`src/hw/rtl/sap_pkg.sv`:
```
`default_nettype none
package sap_pkg;

  localparam int POS_BITS = 24;
  localparam int PORT_W = 24;
  localparam int CNT_W = 16;
  localparam int SUM_W = ((POS_BITS > PORT_W) ? POS_BITS : PORT_W) + 1;
  localparam longint POS_MAX_L = (longint'(1) << (POS_BITS - 1)) - 1;
  localparam logic signed [SUM_W-1:0] SUM_MAX = SUM_W'(POS_MAX_L);
  localparam logic signed [SUM_W-1:0] SUM_MIN = SUM_W'(-POS_MAX_L - 1);
  localparam logic signed [POS_BITS-1:0] POS_MAX = POS_BITS'(POS_MAX_L);
  localparam logic signed [POS_BITS-1:0] POS_MIN = POS_BITS'(-POS_MAX_L - 1);

  localparam logic [CNT_W-1:0] HALF_PERIOD_X_RST = 16'd100;
  localparam logic [CNT_W-1:0] HALF_PERIOD_Y_RST = 16'd200;
  localparam logic [CNT_W-1:0] SEARCH_LIMIT_RST = 16'd2000;
  localparam logic [CNT_W-1:0] BACKOFF_STEPS_RST = 16'd100;
  localparam logic [CNT_W-1:0] COUNT_SAT = '1;

  typedef enum logic [1:0] {
    FUNC_TICK   = 2'd0,
    FUNC_MOVE_X = 2'd1,
    FUNC_MOVE_Y = 2'd2,
    FUNC_HOME   = 2'd3
  } sap_func_t;

  typedef enum logic [1:0] {
    REG_HALF_PERIOD_X = 2'd0,
    REG_HALF_PERIOD_Y = 2'd1,
    REG_SEARCH_LIMIT  = 2'd2,
    REG_BACKOFF_STEPS = 2'd3
  } sap_reg_t;

  typedef enum logic [2:0] {
    PH_IDLE  = 3'd0,
    PH_X     = 3'd1,
    PH_YLOW  = 3'd2,
    PH_YHIGH = 3'd3,
    PH_BACK  = 3'd4
  } sap_phase_t;

  typedef enum logic [1:0] {
    STAT_NEVER    = 2'd0,
    STAT_HOMED    = 2'd1,
    STAT_Y_MISSED = 2'd2
  } sap_status_t;

  typedef struct packed {
    sap_func_t                 func;
    logic signed [PORT_W-1:0]  step_count;
    logic                      switch_x_pressed;
    logic                      switch_y_pressed;
  } sap_item_t;

  typedef struct packed {
    logic [CNT_W-1:0] half_period_x;
    logic [CNT_W-1:0] half_period_y;
    logic [CNT_W-1:0] search_limit;
    logic [CNT_W-1:0] backoff_steps;
  } sap_cfg_t;

  typedef struct packed {
    logic                      step_x;
    logic                      dir_x;
    logic                      step_y;
    logic                      dir_y;
    logic signed [PORT_W-1:0]  position_x;
    logic signed [PORT_W-1:0]  position_y;
    logic                      homing_busy;
    logic [1:0]                homing_status;
  } sap_result_t;

  function automatic logic signed [POS_BITS-1:0] clamp_pos(
    input logic signed [SUM_W-1:0] v
  );
    logic signed [POS_BITS-1:0] r;
    if (v > SUM_MAX) begin
      r = POS_MAX;
    end else if (v < SUM_MIN) begin
      r = POS_MIN;
    end else begin
      r = v[POS_BITS-1:0];
    end
    return r;
  endfunction

  function automatic logic signed [POS_BITS-1:0] step_pos(
    input logic signed [POS_BITS-1:0] p,
    input logic                       up
  );
    logic signed [POS_BITS-1:0] r;
    if (up) begin
      r = (p == POS_MAX) ? p : p + POS_BITS'(1);
    end else begin
      r = (p == POS_MIN) ? p : p - POS_BITS'(1);
    end
    return r;
  endfunction

  function automatic logic signed [PORT_W-1:0] to_port(
    input logic signed [POS_BITS-1:0] p
  );
    logic signed [SUM_W-1:0] e;
    e = SUM_W'(p);
    return e[PORT_W-1:0];
  endfunction

endpackage
`default_nettype wire

```
`src/hw/rtl/sap_in_reg.sv`:
```
`default_nettype none
module sap_in_reg (
  input  wire logic              clk,
  input  wire logic              rst,
  input  wire logic              in_valid,
  output logic                   in_ready,
  input  wire sap_pkg::sap_item_t item_in,
  input  wire logic              advance,
  output logic                   held_valid,
  output sap_pkg::sap_item_t     held_item
);
  import sap_pkg::*;

  assign in_ready = !held_valid || advance;

  always_ff @(posedge clk) begin
    if (rst) begin
      held_valid <= 1'b0;
    end else if (in_ready) begin
      held_valid <= in_valid;
    end
  end

  always_ff @(posedge clk) begin
    if (in_valid && in_ready) begin
      held_item <= item_in;
    end
  end

endmodule
`default_nettype wire

```
`src/hw/rtl/sap_cfg_regs.sv`:
```
`default_nettype none
module sap_cfg_regs (
  input  wire logic                      clk,
  input  wire logic                      rst,
  input  wire logic                      cfg_valid,
  output logic                           cfg_ready,
  input  wire logic [1:0]                cfg_index,
  input  wire logic [sap_pkg::CNT_W-1:0] cfg_data,
  output sap_pkg::sap_cfg_t              cfg
);
  import sap_pkg::*;

  assign cfg_ready = 1'b1;

  always_ff @(posedge clk) begin
    if (rst) begin
      cfg.half_period_x <= HALF_PERIOD_X_RST;
      cfg.half_period_y <= HALF_PERIOD_Y_RST;
      cfg.search_limit  <= SEARCH_LIMIT_RST;
      cfg.backoff_steps <= BACKOFF_STEPS_RST;
    end else if (cfg_valid) begin
      case (sap_reg_t'(cfg_index))
        REG_HALF_PERIOD_X: cfg.half_period_x <= cfg_data;
        REG_HALF_PERIOD_Y: cfg.half_period_y <= cfg_data;
        REG_SEARCH_LIMIT:  cfg.search_limit  <= cfg_data;
        REG_BACKOFF_STEPS: cfg.backoff_steps <= cfg_data;
        default: ;
      endcase
    end
  end

endmodule
`default_nettype wire

```
`src/hw/rtl/sap_core.sv`:
```
`default_nettype none
module sap_core (
  input  wire logic               clk,
  input  wire logic               rst,
  input  wire logic               advance,
  input  wire sap_pkg::sap_item_t item,
  input  wire sap_pkg::sap_cfg_t  cfg,
  output sap_pkg::sap_result_t    result
);
  import sap_pkg::*;

  sap_phase_t phase, phase_next;
  logic [CNT_W-1:0] tick_count_x, tick_count_x_next;
  logic [CNT_W-1:0] tick_count_y, tick_count_y_next;
  logic [CNT_W-1:0] search_count, search_count_next;
  logic [1:0] home_result, home_result_next;
  logic line_x, line_x_next, line_y, line_y_next;
  logic toggle_x, toggle_x_next, toggle_y, toggle_y_next;
  logic direction_x, direction_x_next, direction_y, direction_y_next;
  logic signed [POS_BITS-1:0] current_x, current_x_next, current_y, current_y_next;
  logic signed [POS_BITS-1:0] goal_x, goal_x_next, goal_y, goal_y_next;

  logic [CNT_W:0] tx_sum, ty_sum;
  logic ex, ey, busy, y_done, step_up;

  always_ff @(posedge clk) begin
    if (rst) begin
      phase        <= PH_IDLE;
      tick_count_x <= '0;
      tick_count_y <= '0;
      search_count <= '0;
      home_result  <= STAT_NEVER;
      line_x       <= 1'b0;
      line_y       <= 1'b0;
      toggle_x     <= 1'b0;
      toggle_y     <= 1'b0;
      direction_x  <= 1'b0;
      direction_y  <= 1'b0;
      current_x    <= '0;
      current_y    <= '0;
      goal_x       <= '0;
      goal_y       <= '0;
    end else if (advance) begin
      phase        <= phase_next;
      tick_count_x <= tick_count_x_next;
      tick_count_y <= tick_count_y_next;
      search_count <= search_count_next;
      home_result  <= home_result_next;
      line_x       <= line_x_next;
      line_y       <= line_y_next;
      toggle_x     <= toggle_x_next;
      toggle_y     <= toggle_y_next;
      direction_x  <= direction_x_next;
      direction_y  <= direction_y_next;
      current_x    <= current_x_next;
      current_y    <= current_y_next;
      goal_x       <= goal_x_next;
      goal_y       <= goal_y_next;
    end
  end

  always_comb begin
    phase_next        = phase;
    tick_count_x_next = tick_count_x;
    tick_count_y_next = tick_count_y;
    search_count_next = search_count;
    home_result_next  = home_result;
    line_x_next       = line_x;
    line_y_next       = line_y;
    toggle_x_next     = toggle_x;
    toggle_y_next     = toggle_y;
    direction_x_next  = direction_x;
    direction_y_next  = direction_y;
    current_x_next    = current_x;
    current_y_next    = current_y;
    goal_x_next       = goal_x;
    goal_y_next       = goal_y;
    y_done            = 1'b0;

    tx_sum = {1'b0, tick_count_x} + (CNT_W+1)'(1);
    ty_sum = {1'b0, tick_count_y} + (CNT_W+1)'(1);
    ex = tx_sum >= {1'b0, cfg.half_period_x};
    ey = ty_sum >= {1'b0, cfg.half_period_y};
    busy = phase != PH_IDLE;
    step_up = (item.step_count != '0) && !item.step_count[PORT_W-1];

    case (item.func)
      FUNC_TICK: begin
        tick_count_x_next = ex ? '0 : tx_sum[CNT_W-1:0];
        tick_count_y_next = ey ? '0 : ty_sum[CNT_W-1:0];
        if (busy) begin
          if (phase == PH_X) begin
            if (ex) begin
              if (line_x) begin
                line_x_next = 1'b0;
              end else if (item.switch_x_pressed) begin
                current_x_next    = '0;
                goal_x_next       = '0;
                phase_next        = PH_YLOW;
                direction_y_next  = 1'b0;
                search_count_next = '0;
              end else begin
                line_x_next = 1'b1;
              end
            end
          end else if (ey) begin
            if (line_y) begin
              line_y_next = 1'b0;
            end else begin
              case (phase)
                PH_YLOW: begin
                  if (item.switch_y_pressed) begin
                    current_y_next   = '0;
                    goal_y_next      = '0;
                    home_result_next = STAT_HOMED;
                    phase_next       = PH_IDLE;
                    y_done           = 1'b1;
                  end else if (search_count >= cfg.search_limit) begin
                    phase_next        = PH_YHIGH;
                    direction_y_next  = 1'b1;
                    search_count_next = '0;
                    y_done            = 1'b1;
                  end
                end
                PH_YHIGH: begin
                  if (item.switch_y_pressed) begin
                    phase_next        = PH_BACK;
                    search_count_next = '0;
                  end else if (search_count >= cfg.search_limit) begin
                    goal_y_next      = current_y;
                    home_result_next = STAT_Y_MISSED;
                    phase_next       = PH_IDLE;
                    y_done           = 1'b1;
                  end
                end
                default: ;
              endcase
              if (!y_done && phase_next == PH_BACK &&
                  search_count_next >= cfg.backoff_steps) begin
                current_y_next   = '0;
                goal_y_next      = '0;
                home_result_next = STAT_HOMED;
                phase_next       = PH_IDLE;
                y_done           = 1'b1;
              end
              if (!y_done) begin
                line_y_next = 1'b1;
                if (search_count_next != COUNT_SAT) begin
                  search_count_next = search_count_next + CNT_W'(1);
                end
              end
            end
          end
        end else begin
          // A position count is taken on each write of a high step level.
          if (ex && current_x != goal_x) begin
            line_x_next   = toggle_x;
            toggle_x_next = !toggle_x;
            if (toggle_x) begin
              current_x_next = step_pos(current_x, direction_x);
            end
          end
          if (ey && current_y != goal_y) begin
            line_y_next   = toggle_y;
            toggle_y_next = !toggle_y;
            if (toggle_y) begin
              current_y_next = step_pos(current_y, direction_y);
            end
          end
        end
      end
      FUNC_MOVE_X: begin
        if (!busy) begin
          direction_x_next = step_up;
          goal_x_next = clamp_pos(SUM_W'(current_x) + SUM_W'(item.step_count));
        end
      end
      FUNC_MOVE_Y: begin
        if (!busy) begin
          direction_y_next = step_up;
          goal_y_next = clamp_pos(SUM_W'(current_y) + SUM_W'(item.step_count));
        end
      end
      FUNC_HOME: begin
        if (!busy) begin
          phase_next        = PH_X;
          direction_x_next  = 1'b0;
          search_count_next = '0;
        end
      end
      default: ;
    endcase

    result.step_x        = line_x_next;
    result.dir_x         = direction_x_next;
    result.step_y        = line_y_next;
    result.dir_y         = direction_y_next;
    result.position_x    = to_port(current_x_next);
    result.position_y    = to_port(current_y_next);
    result.homing_busy   = phase_next != PH_IDLE;
    result.homing_status = home_result_next;
  end

endmodule
`default_nettype wire

```
`src/hw/rtl/sap_out_reg.sv`:
```
`default_nettype none
module sap_out_reg (
  input  wire logic                 clk,
  input  wire logic                 rst,
  input  wire logic                 advance,
  input  wire sap_pkg::sap_result_t result_in,
  input  wire logic                 out_ready,
  output logic                      out_valid,
  output sap_pkg::sap_result_t      result
);
  import sap_pkg::*;

  always_ff @(posedge clk) begin
    if (rst) begin
      out_valid <= 1'b0;
    end else if (advance) begin
      out_valid <= 1'b1;
    end else if (out_ready) begin
      out_valid <= 1'b0;
    end
  end

  always_ff @(posedge clk) begin
    if (advance) begin
      result <= result_in;
    end
  end

endmodule
`default_nettype wire

```
`src/hw/rtl/stepper_axis_pair_with_homing_unit.sv`:
```
// A word accepted into the input register passes through the state update into the result register.
// Throughput: one word per cycle; the input register and the state update both
// move in the same cycle whenever the result register is empty or being taken.
// Reset clears all axis, homing and handshake state; the four configuration
// registers return to 100, 200, 2000 and 100.
`default_nettype none
module stepper_axis_pair_with_homing_unit (
  input  wire logic                         clk,
  input  wire logic                         rst,
  input  wire logic                         in_valid,
  output logic                              in_ready,
  input  wire logic [1:0]                   func,
  input  wire logic signed [23:0]           step_count,
  input  wire logic                         switch_x_pressed,
  input  wire logic                         switch_y_pressed,
  output logic                              out_valid,
  input  wire logic                         out_ready,
  output logic                              step_x,
  output logic                              dir_x,
  output logic                              step_y,
  output logic                              dir_y,
  output logic signed [23:0]                position_x,
  output logic signed [23:0]                position_y,
  output logic                              homing_busy,
  output logic [1:0]                        homing_status,
  input  wire logic                         cfg_valid,
  output logic                              cfg_ready,
  input  wire logic [1:0]                   cfg_index,
  input  wire logic [sap_pkg::CNT_W-1:0]    cfg_data
);
  import sap_pkg::*;

  sap_item_t   item_in, held_item;
  sap_cfg_t    cfg;
  sap_result_t result_next, result;
  logic        held_valid, advance;

  assign item_in.func             = sap_func_t'(func);
  assign item_in.step_count       = step_count;
  assign item_in.switch_x_pressed = switch_x_pressed;
  assign item_in.switch_y_pressed = switch_y_pressed;

  assign advance = held_valid && (!out_valid || out_ready);

  sap_in_reg u_in_reg (
    .clk        (clk),
    .rst        (rst),
    .in_valid   (in_valid),
    .in_ready   (in_ready),
    .item_in    (item_in),
    .advance    (advance),
    .held_valid (held_valid),
    .held_item  (held_item)
  );

  sap_cfg_regs u_cfg_regs (
    .clk       (clk),
    .rst       (rst),
    .cfg_valid (cfg_valid),
    .cfg_ready (cfg_ready),
    .cfg_index (cfg_index),
    .cfg_data  (cfg_data),
    .cfg       (cfg)
  );

  sap_core u_core (
    .clk     (clk),
    .rst     (rst),
    .advance (advance),
    .item    (held_item),
    .cfg     (cfg),
    .result  (result_next)
  );

  sap_out_reg u_out_reg (
    .clk       (clk),
    .rst       (rst),
    .advance   (advance),
    .result_in (result_next),
    .out_ready (out_ready),
    .out_valid (out_valid),
    .result    (result)
  );

  assign step_x        = result.step_x;
  assign dir_x         = result.dir_x;
  assign step_y        = result.step_y;
  assign dir_y         = result.dir_y;
  assign position_x    = result.position_x;
  assign position_y    = result.position_y;
  assign homing_busy   = result.homing_busy;
  assign homing_status = result.homing_status;

endmodule
`default_nettype wire

```
`config.mk`:
```
export PLATFORM = sky130hd
export DESIGN_NAME = stepper_axis_pair_with_homing_unit
export DESIGN_NICKNAME = d
export VERILOG_FILES = /design/src/hw/rtl/sap_pkg.sv /design/src/hw/rtl/sap_in_reg.sv /design/src/hw/rtl/sap_cfg_regs.sv /design/src/hw/rtl/sap_core.sv /design/src/hw/rtl/sap_out_reg.sv /design/src/hw/rtl/stepper_axis_pair_with_homing_unit.sv
export SDC_FILE = /design/constraint.sdc
export NUM_CORES = 1
export LEC_CHECK = 0
export BUFFER_PORTS_ARGS = -buffer_cell sky130_fd_sc_hd__buf_4
export CAP_MARGIN = 20
export CORE_UTILIZATION = 60
export DETAILED_ROUTE_END_ITERATION = 10
export PLACE_DENSITY = 0.91
export SLEW_MARGIN = 0
export SYNTH_ARGS = -nofsm -noshare
export SYNTH_HDL_FRONTEND = slang
export SYNTH_SLANG_ARGS = --single-unit
```
`constraint.sdc`:
```
create_clock -name clk -period 7.4 [get_ports clk]
set_input_delay 0.74 -clock clk [delete_from_list [all_inputs] [get_ports clk]]
set_output_delay 0.74 -clock clk [all_outputs]
set_load 0.005 [all_outputs]
```
Yosys cells after proc, flatten, opt, wreduce, memory -nomap -nowiden:

Cells that the tools add are included.

* flip-flop bits (word level): 304
* bits of input ports: 51
* memories: 0
* bits in latches: 0
* ROM bits: 0
* RAM bits: 0

* shift-type cells: 0
* equal/unequal tests: 37
* multiplexer cells: 144
* $add $sub $neg: 9
* order comparisons: 8
* div/mod/pow operators: 0
* bitwise operators: 1
* reduce and logical (&&, ||, !) cells: 34
* $mul: 0

Operator list (number)
* 24-bit two-way mux: 43
* 16-bit two-way mux: 20
* 24-bit case mux with 2 select lines: 3
* 24-bit == test (second input constant): 4
* 16-bit case mux with 2 select lines: 2
* 3-bit two-way mux: 18
* 24-bit by 24-bit adder with 25-bit output: 2
* 25-bit by 24-bit greater-than comparator with 1-bit output (second input constant): 2
* 25-bit by 24-bit less-than comparator with 1-bit output (second input constant): 2
* 24-bit by 2-bit adder with 24-bit output (second input constant): 2
* 24-bit != test: 2
* 24-bit by 2-bit subtractor with 24-bit output (second input constant): 2
* 1-bit two-way mux: 43
* 16-bit by 1-bit adder with 17-bit output (second input constant): 2
* 17-bit by 16-bit >= comparator with 1-bit output: 2
* 16-bit >= comparator: 2
* 24-bit nonzero test: 1
* 2-bit two-way mux: 9
* 16-bit by 1-bit adder with 16-bit output (second input constant): 1
* 16-bit != test (second input constant): 1
* 2-bit != test (second input constant): 7
* 4-bit by 3-bit != test with 1-bit output (second input constant): 3
* 3-bit case mux with 2 select lines: 2
* 11-bit AND reduction: 1
* 23 further kinds: 57

Logic depth before layout (Yosys ltp):

* depth after elaboration: 24
* depth in mapped cells: 22
* gate-level depth less buffers: 19

Hierarchy:

Synthesis repeated with hierarchy kept, for this count alone.

* cell total of the unflattened synthesis: 2443
* area, all modules: 20011.7 µm²

By module, submodules not included
* sap_core: instances 1, seq. area each 3103.0 µm², cells each 2109, area an instance 14855.5 µm²
* sap_cfg_regs: instances 1, seq. area each 1281.2 µm², cells each 240, area an instance 2558.7 µm²
* sap_out_reg: instances 1, seq. area each 1671.6 µm², cells each 59, area an instance 1690.4 µm²
* sap_in_reg: instances 1, seq. area each 860.8 µm², cells each 33, area an instance 895.9 µm²
* stepper_axis_pair_with_homing_unit: instances 1, seq. area each 0.0 µm², cells each 2, area an instance 11.3 µm²

Worst setup path after synthesis:

Ideal clock, no wire load.

* path kind: register -> register
* start point: reg u_cfg_regs.cfg[18] (netlist name)
* end point: reg u_core.search_count[10]
* clock period less this slack: 4.326 ns
* buffers on the path: 3
* slack: 3.074 ns
* cell stages (with the launch flop): 22
* data arrival time: 4.200 ns
* data required time: 7.274 ns
* path through: dfxtp_1 -> inv_1 -> ha_1 -> a211oi_1 -> o21ai_0 -> a21oi_1 -> o21ai_1 -> a21boi_1 -> clkbuf_1 -> and2_1 -> ha_1 -> a21oi_1 -> o21ai_0 -> a221o_1 -> o2bb2ai_1 -> o21ba_2 -> nor4_1 -> clkbuf_1 -> buf_2 -> a31oi_1 -> o21ai_0 -> o41ai_1

* longest elaborated chain between the ends: 24

RTL lines
* 16-bit >= comparator (*): RTL line sap_core.sv:118, sap_core.sv:129
* branches (longest 17 deep; another with 16-bit >= comparator)
* 16-bit two-way mux (*): RTL line sap_core.sv:146 `if (!y_done) begin`
* 16-bit two-way mux (*): RTL line sap_core.sv:107 `if (line_y) begin`
* 16-bit two-way mux (*): RTL line sap_core.sv:106 `end else if (ey) begin`
* 16-bit two-way mux (*): RTL line sap_core.sv:92 `if (phase == PH_X) begin`
* 16-bit two-way mux (*): RTL line sap_core.sv:91 `if (busy) begin`
* 16-bit case mux with 2 select lines (*): RTL line sap_core.sv:87 `case (item.func)`
* end signal, assigned: RTL line sap_core.sv:47 `search_count <= search_count_next;`
* end, declared: RTL line sap_core.sv:15 `logic [CNT_W-1:0] search_count, search_count_next;`

Every way passes the cells marked *. The select of a mux whose other input is x is not followed.
A chain may end at the register's enable or synchronous reset.

Final worst setup path:

* start point: reg u_core.search_count[0]
* end point: reg u_core.goal_y[19]

* longest elaborated chain between the ends: 18

RTL lines
* branches (longest 18 deep; another with 16-bit >= comparator)
* end signal, assigned: RTL line sap_core.sv:58 `goal_y <= goal_y_next;`
* end, declared: RTL line sap_core.sv:21 `logic signed [POS_BITS-1:0] goal_x, goal_x_next, goal_y, goal_y_next;`

Parallel ways; which one is timed is not known. The select of a mux whose other input is x is not followed.

==> flow_summary.rst <==
.. list-table::
   :header-rows: 1

   * - Metric
     - Value
   * - Number of diodes added for antenna fixing
     - 0
   * - Capturing element type of the critical path
     - flop
   * - Hold WC Path Type
     - in -> reg
   * - Post-route DRC violation count
     - 0
   * - Critical path class
     - reg -> reg
   * - Final instance count without filler cells
     - 2948
   * - Via count
     - 19.4k
   * - Post-Route WL
     - 59.1 mm
   * - Most frequent cells in the layout
     - 340 x nand2_1, 224 x a21oi_1, 221 x dfxtp_1
   * - Static power due to leakage
     - 8.55 nW
   * - Vertical die dimension
     - 184 um
   * - Flip-flop and latch count after synthesis
     - 304
   * - Maximum count of clock buffers along a single path
     - 3
   * - Initial Utilization
     - 61.1%
   * - Worst Hold Margin
     - 0.388 ns
   * - Count of nets left with antenna violations after detail routing
     - 0
   * - Cell depth of the worst flop-to-flop path
     - 19
   * - Top-level port count
     - 109
   * - Number of synthesized flops with an enable pin
     - 83
   * - Number of I/O port buffers
     - 107
   * - Crit path max fanout
     - 29
   * - Post-Syn Nets
     - 2655
   * - Overflow left after global routing
     - 0
   * - Number of hold buffers added after cts
     - 0
   * - Clock insertion delay at the later pin of the skew report
     - 0.53 ns
   * - Master cell of the clock root buffer
     - clkbuf_16
   * - Max Transition Viols Final
     - 0
   * - Die area
     - 0.0340 sq mm
   * - Main flop type after synthesis
     - dfxtp_1
   * - Data arrival time of the critical path
     - 6.06 ns
   * - Final cycle utilization of the critical path
     - 77.3%
   * - Syn avg cell area
     - 8.05 sq um
   * - Avg WL per Cell
     - 20.1 um
   * - Pre-CTS WS
     - 1.79 ns
   * - Count of buffer and inverter cells on the critical path
     - 3
   * - Weighted congestion reported at the end of routability-driven placement
     - 0.971
   * - Cts bufs inserted
     - 35
   * - Number of vias per cell after detailed routing
     - 6.58
   * - Setup crit start kind
     - flop
   * - Num rows
     - 66
   * - Power density relative to cell area
     - 183 mW/mm^2
   * - Number of global-route vias before repair
     - 17.8k
   * - Synthesized cell area
     - 0.0199 sq mm
   * - Peak-usage layer in the global routing report
     - met2
   * - Resized Gates After CTS
     - 0
   * - GRT Overall Usage
     - 34.2%
   * - TritonCTS clock tree
     - built
   * - Post-route core utilization
     - 67.6%
   * - Area growth from synthesis to final layout
     - 10.5%
   * - Worst Tran Pin Value
     - 1.05 ns
   * - H-tree depth reported by CTS
     - 2
   * - Crit-path leading delay family
     - compound AO/OA/AOI/OAI gates
   * - Peak Freq
     - 175 MHz
   * - Setup TNS
     - 0 ns
   * - Maximum vdd ir drop
     - 0.189 mV
   * - Post-synthesis sequential area ratio
     - 34.7%
   * - RSZ-0062 raised after global routing
     - no
   * - Req. time, crit path
     - 7.74 ns
   * - Number of detailed-route iterations in the first pass
     - 7
   * - HPWL Detailed
     - 41.6 mm
   * - Global Route met3 Usage
     - 6.24%
   * - First-pass GRT wire length
     - 92.9 mm
   * - Slew HR
     - 29.9%
   * - Post CTS Setup Buffer Count
     - 0
   * - Number of unique standard cell types used by synthesis
     - 94
   * - Maximum number of pins on one net before global-route repair
     - 79
   * - Share of layout cells above drive strength 1
     - 9.82%
   * - Period minus WS final
     - 5.72 ns
   * - Largest stage delay on the critical path
     - 0.88 ns
   * - Post-layout nets
     - 2658
   * - Post-Route Skew
     - 0.0140 ns
   * - Most common cell after layout, fill and taps aside
     - nand2_1
   * - First DRT Iteration DRCs
     - 2438
   * - Setup WS post-layout
     - 1.68 ns
   * - Clock tree sinks
     - 304
   * - Core Region
     - 0.0326 sq mm
   * - Antenna violations before repair
     - 0
   * - Number of max-cap violations
     - 0
   * - WP depth
     - 19
   * - Met2 routing resource usage after global routing
     - 55.4%
   * - Cell-by-cell listing of the critical path
     - inv_1, ha_1, nor2b_1, o21ai_0, a21oi_1, o21ai_1, a21boi_1, buf_4, and2_1, ha_1, o2111ai_1, o21a_1, o2bb2ai_1, nand2_1, a311o_1, a211oi_4, buf_4, o21a_1, a311oi_1
   * - Synthesized instance count
     - 2477
   * - Hold path depth
     - 1
   * - Ys Warns
     - 0
   * - Die boundary width
     - 184 um
   * - Final hold violation count
     - 0
   * - Clock input transition at the sequential cells of the worst setup and hold paths
     - 0.07 ns
   * - Finish-stage setup viols
     - 0
   * - Slowest stage cell on the critical path
     - o21a_1
   * - Fraction of synthesis flops using an asynchronous set or reset pin
     - 0%
   * - Cell Count Post-Placement
     - 2883
   * - Result of the run
     - complete, no violations
   * - Met1 track demand over resource
     - 44.7%
[logic make-up after synthesis]
| logic type | Yosys count | synth area share (%) |
|---|---|---|
| AND/OR/NAND/NOR | 898 | 21.9 |
| AO/OA/AOI/OAI | 751 | 24.3 |
| flip-flops | 304 | 34.7 |
| buffers and inverters | 269 | 5.33 |
| adder cells (fa/ha/maj) | 127 | 8.04 |
| XOR/XNOR | 115 | 5.05 |
| multiplexers | 12 | 0.627 |
| other | 1 | 0.0188 |
[synthesized netlist by cell type (all sizes together), types with 6 or more instances]
library cell  instances  area share (%)
nand2b               12            0.38
o21bai               12            0.45
xnor2                74             3.2
xor2                 41             1.8
nand4                40             1.3
nor3b                 9            0.34
nand3                80             2.0
or2                   8            0.25
nand4b                7            0.31
edfxtp               83              12
o211ai               29             1.1
ha                  125             7.8
a21oi               225             5.6
or4                   7            0.26
o31ai                25            0.94
mux2i                 8            0.40
a41oi                 6            0.26
o21ai               164             4.1
a21o                 31             1.2
buf                  29            0.81
nand2               341             6.4
and2                 32             1.0
inv                 102             1.9
a22oi                31             1.2
o41ai                 8            0.35
o2111ai               7            0.31
a311oi               13            0.60
o211a                 8            0.40
o21a                 18            0.68
a21boi                9            0.36
clkbuf              136             2.6
nand3b               19            0.72
and4                  9            0.40
a211o                 8            0.40
dfxtp               221              22
or3                  32             1.0
and3                 31            0.98
nor2                166             3.2
nor3                 52             1.4
a31oi                58             1.8
a211oi               47             2.2
nor2b                13            0.41
nor4                 31             1.2
[state kept, by name (all words and copies together) (netlist names)]
signal and cells:
u_cfg_regs.cfg 64, u_core.current_x 24, u_core.current_y 24, u_core.direction_x 1, u_core.direction_y 1, u_core.goal_x 24, u_core.goal_y 24, u_core.home_result 2
u_core.line_x 1, u_core.line_y 1, u_core.phase 3, u_core.search_count 16, u_core.tick_count_x 16, u_core.tick_count_y 16, u_core.toggle_x 1, u_core.toggle_y 1
u_in_reg.held_item 28, u_in_reg.held_valid 1, u_out_reg.out_valid 1, u_out_reg.result 55
[through the flow]
step | instance area (sq um) | power [mW]
global route | 22000 | 4.16
detailed placement | 20800 | 2.29
CTS | 22000 | 4.05
finish | 22000 | 4.04
floorplan | 19900 | 2.13
global placement | 20800 | 2.27
[path summary, 6_finish.rpt]
check	startpoint	end	slack, ns
min	step_count[6]	u_in_reg.held_item[8]	0.39
max reg2reg	u_core.search_count[0]	u_core.goal_y[19]	1.68
max	u_core.search_count[0]	u_core.goal_y[19]	1.68
min reg2reg	u_cfg_regs.cfg[27]	u_cfg_regs.cfg[27]	0.45
[layer usage]
metal  vias up  routed length, um
li1       9027                  -
met1      9082              23900
met2      1092              27200
met3       193               5750
met4         0               2260
met5         -                  0
[power by group]
part | leakage [nW] | total [mW] | internal, mW | switching (mW)
Combinational | 5.37 | 0.457 | 0.168 | 0.289
Sequential | 2.59 | 1.82 | 1.76 | 0.0583
Clock | 0.578 | 1.77 | 1.06 | 0.712
Total | 8.55 | 4.04 | 2.98 | 1.06
[area by class of cell]
| cell class | instances | area (sq um) |
|---|---|---|
| well taps | 442 | 553 |
| flip-flops and latches | 304 | 6920 |
| repair buffers | 131 | 998 |
| inverters | 104 | 390 |
| fillers | 2605 | 10600 |
| multi-input cells | 1904 | 12000 |
| clock buffers | 51 | 1080 |
| clock inverters | 12 | 96.3 |
Note: power is estimated with default switching activity, not from simulation.
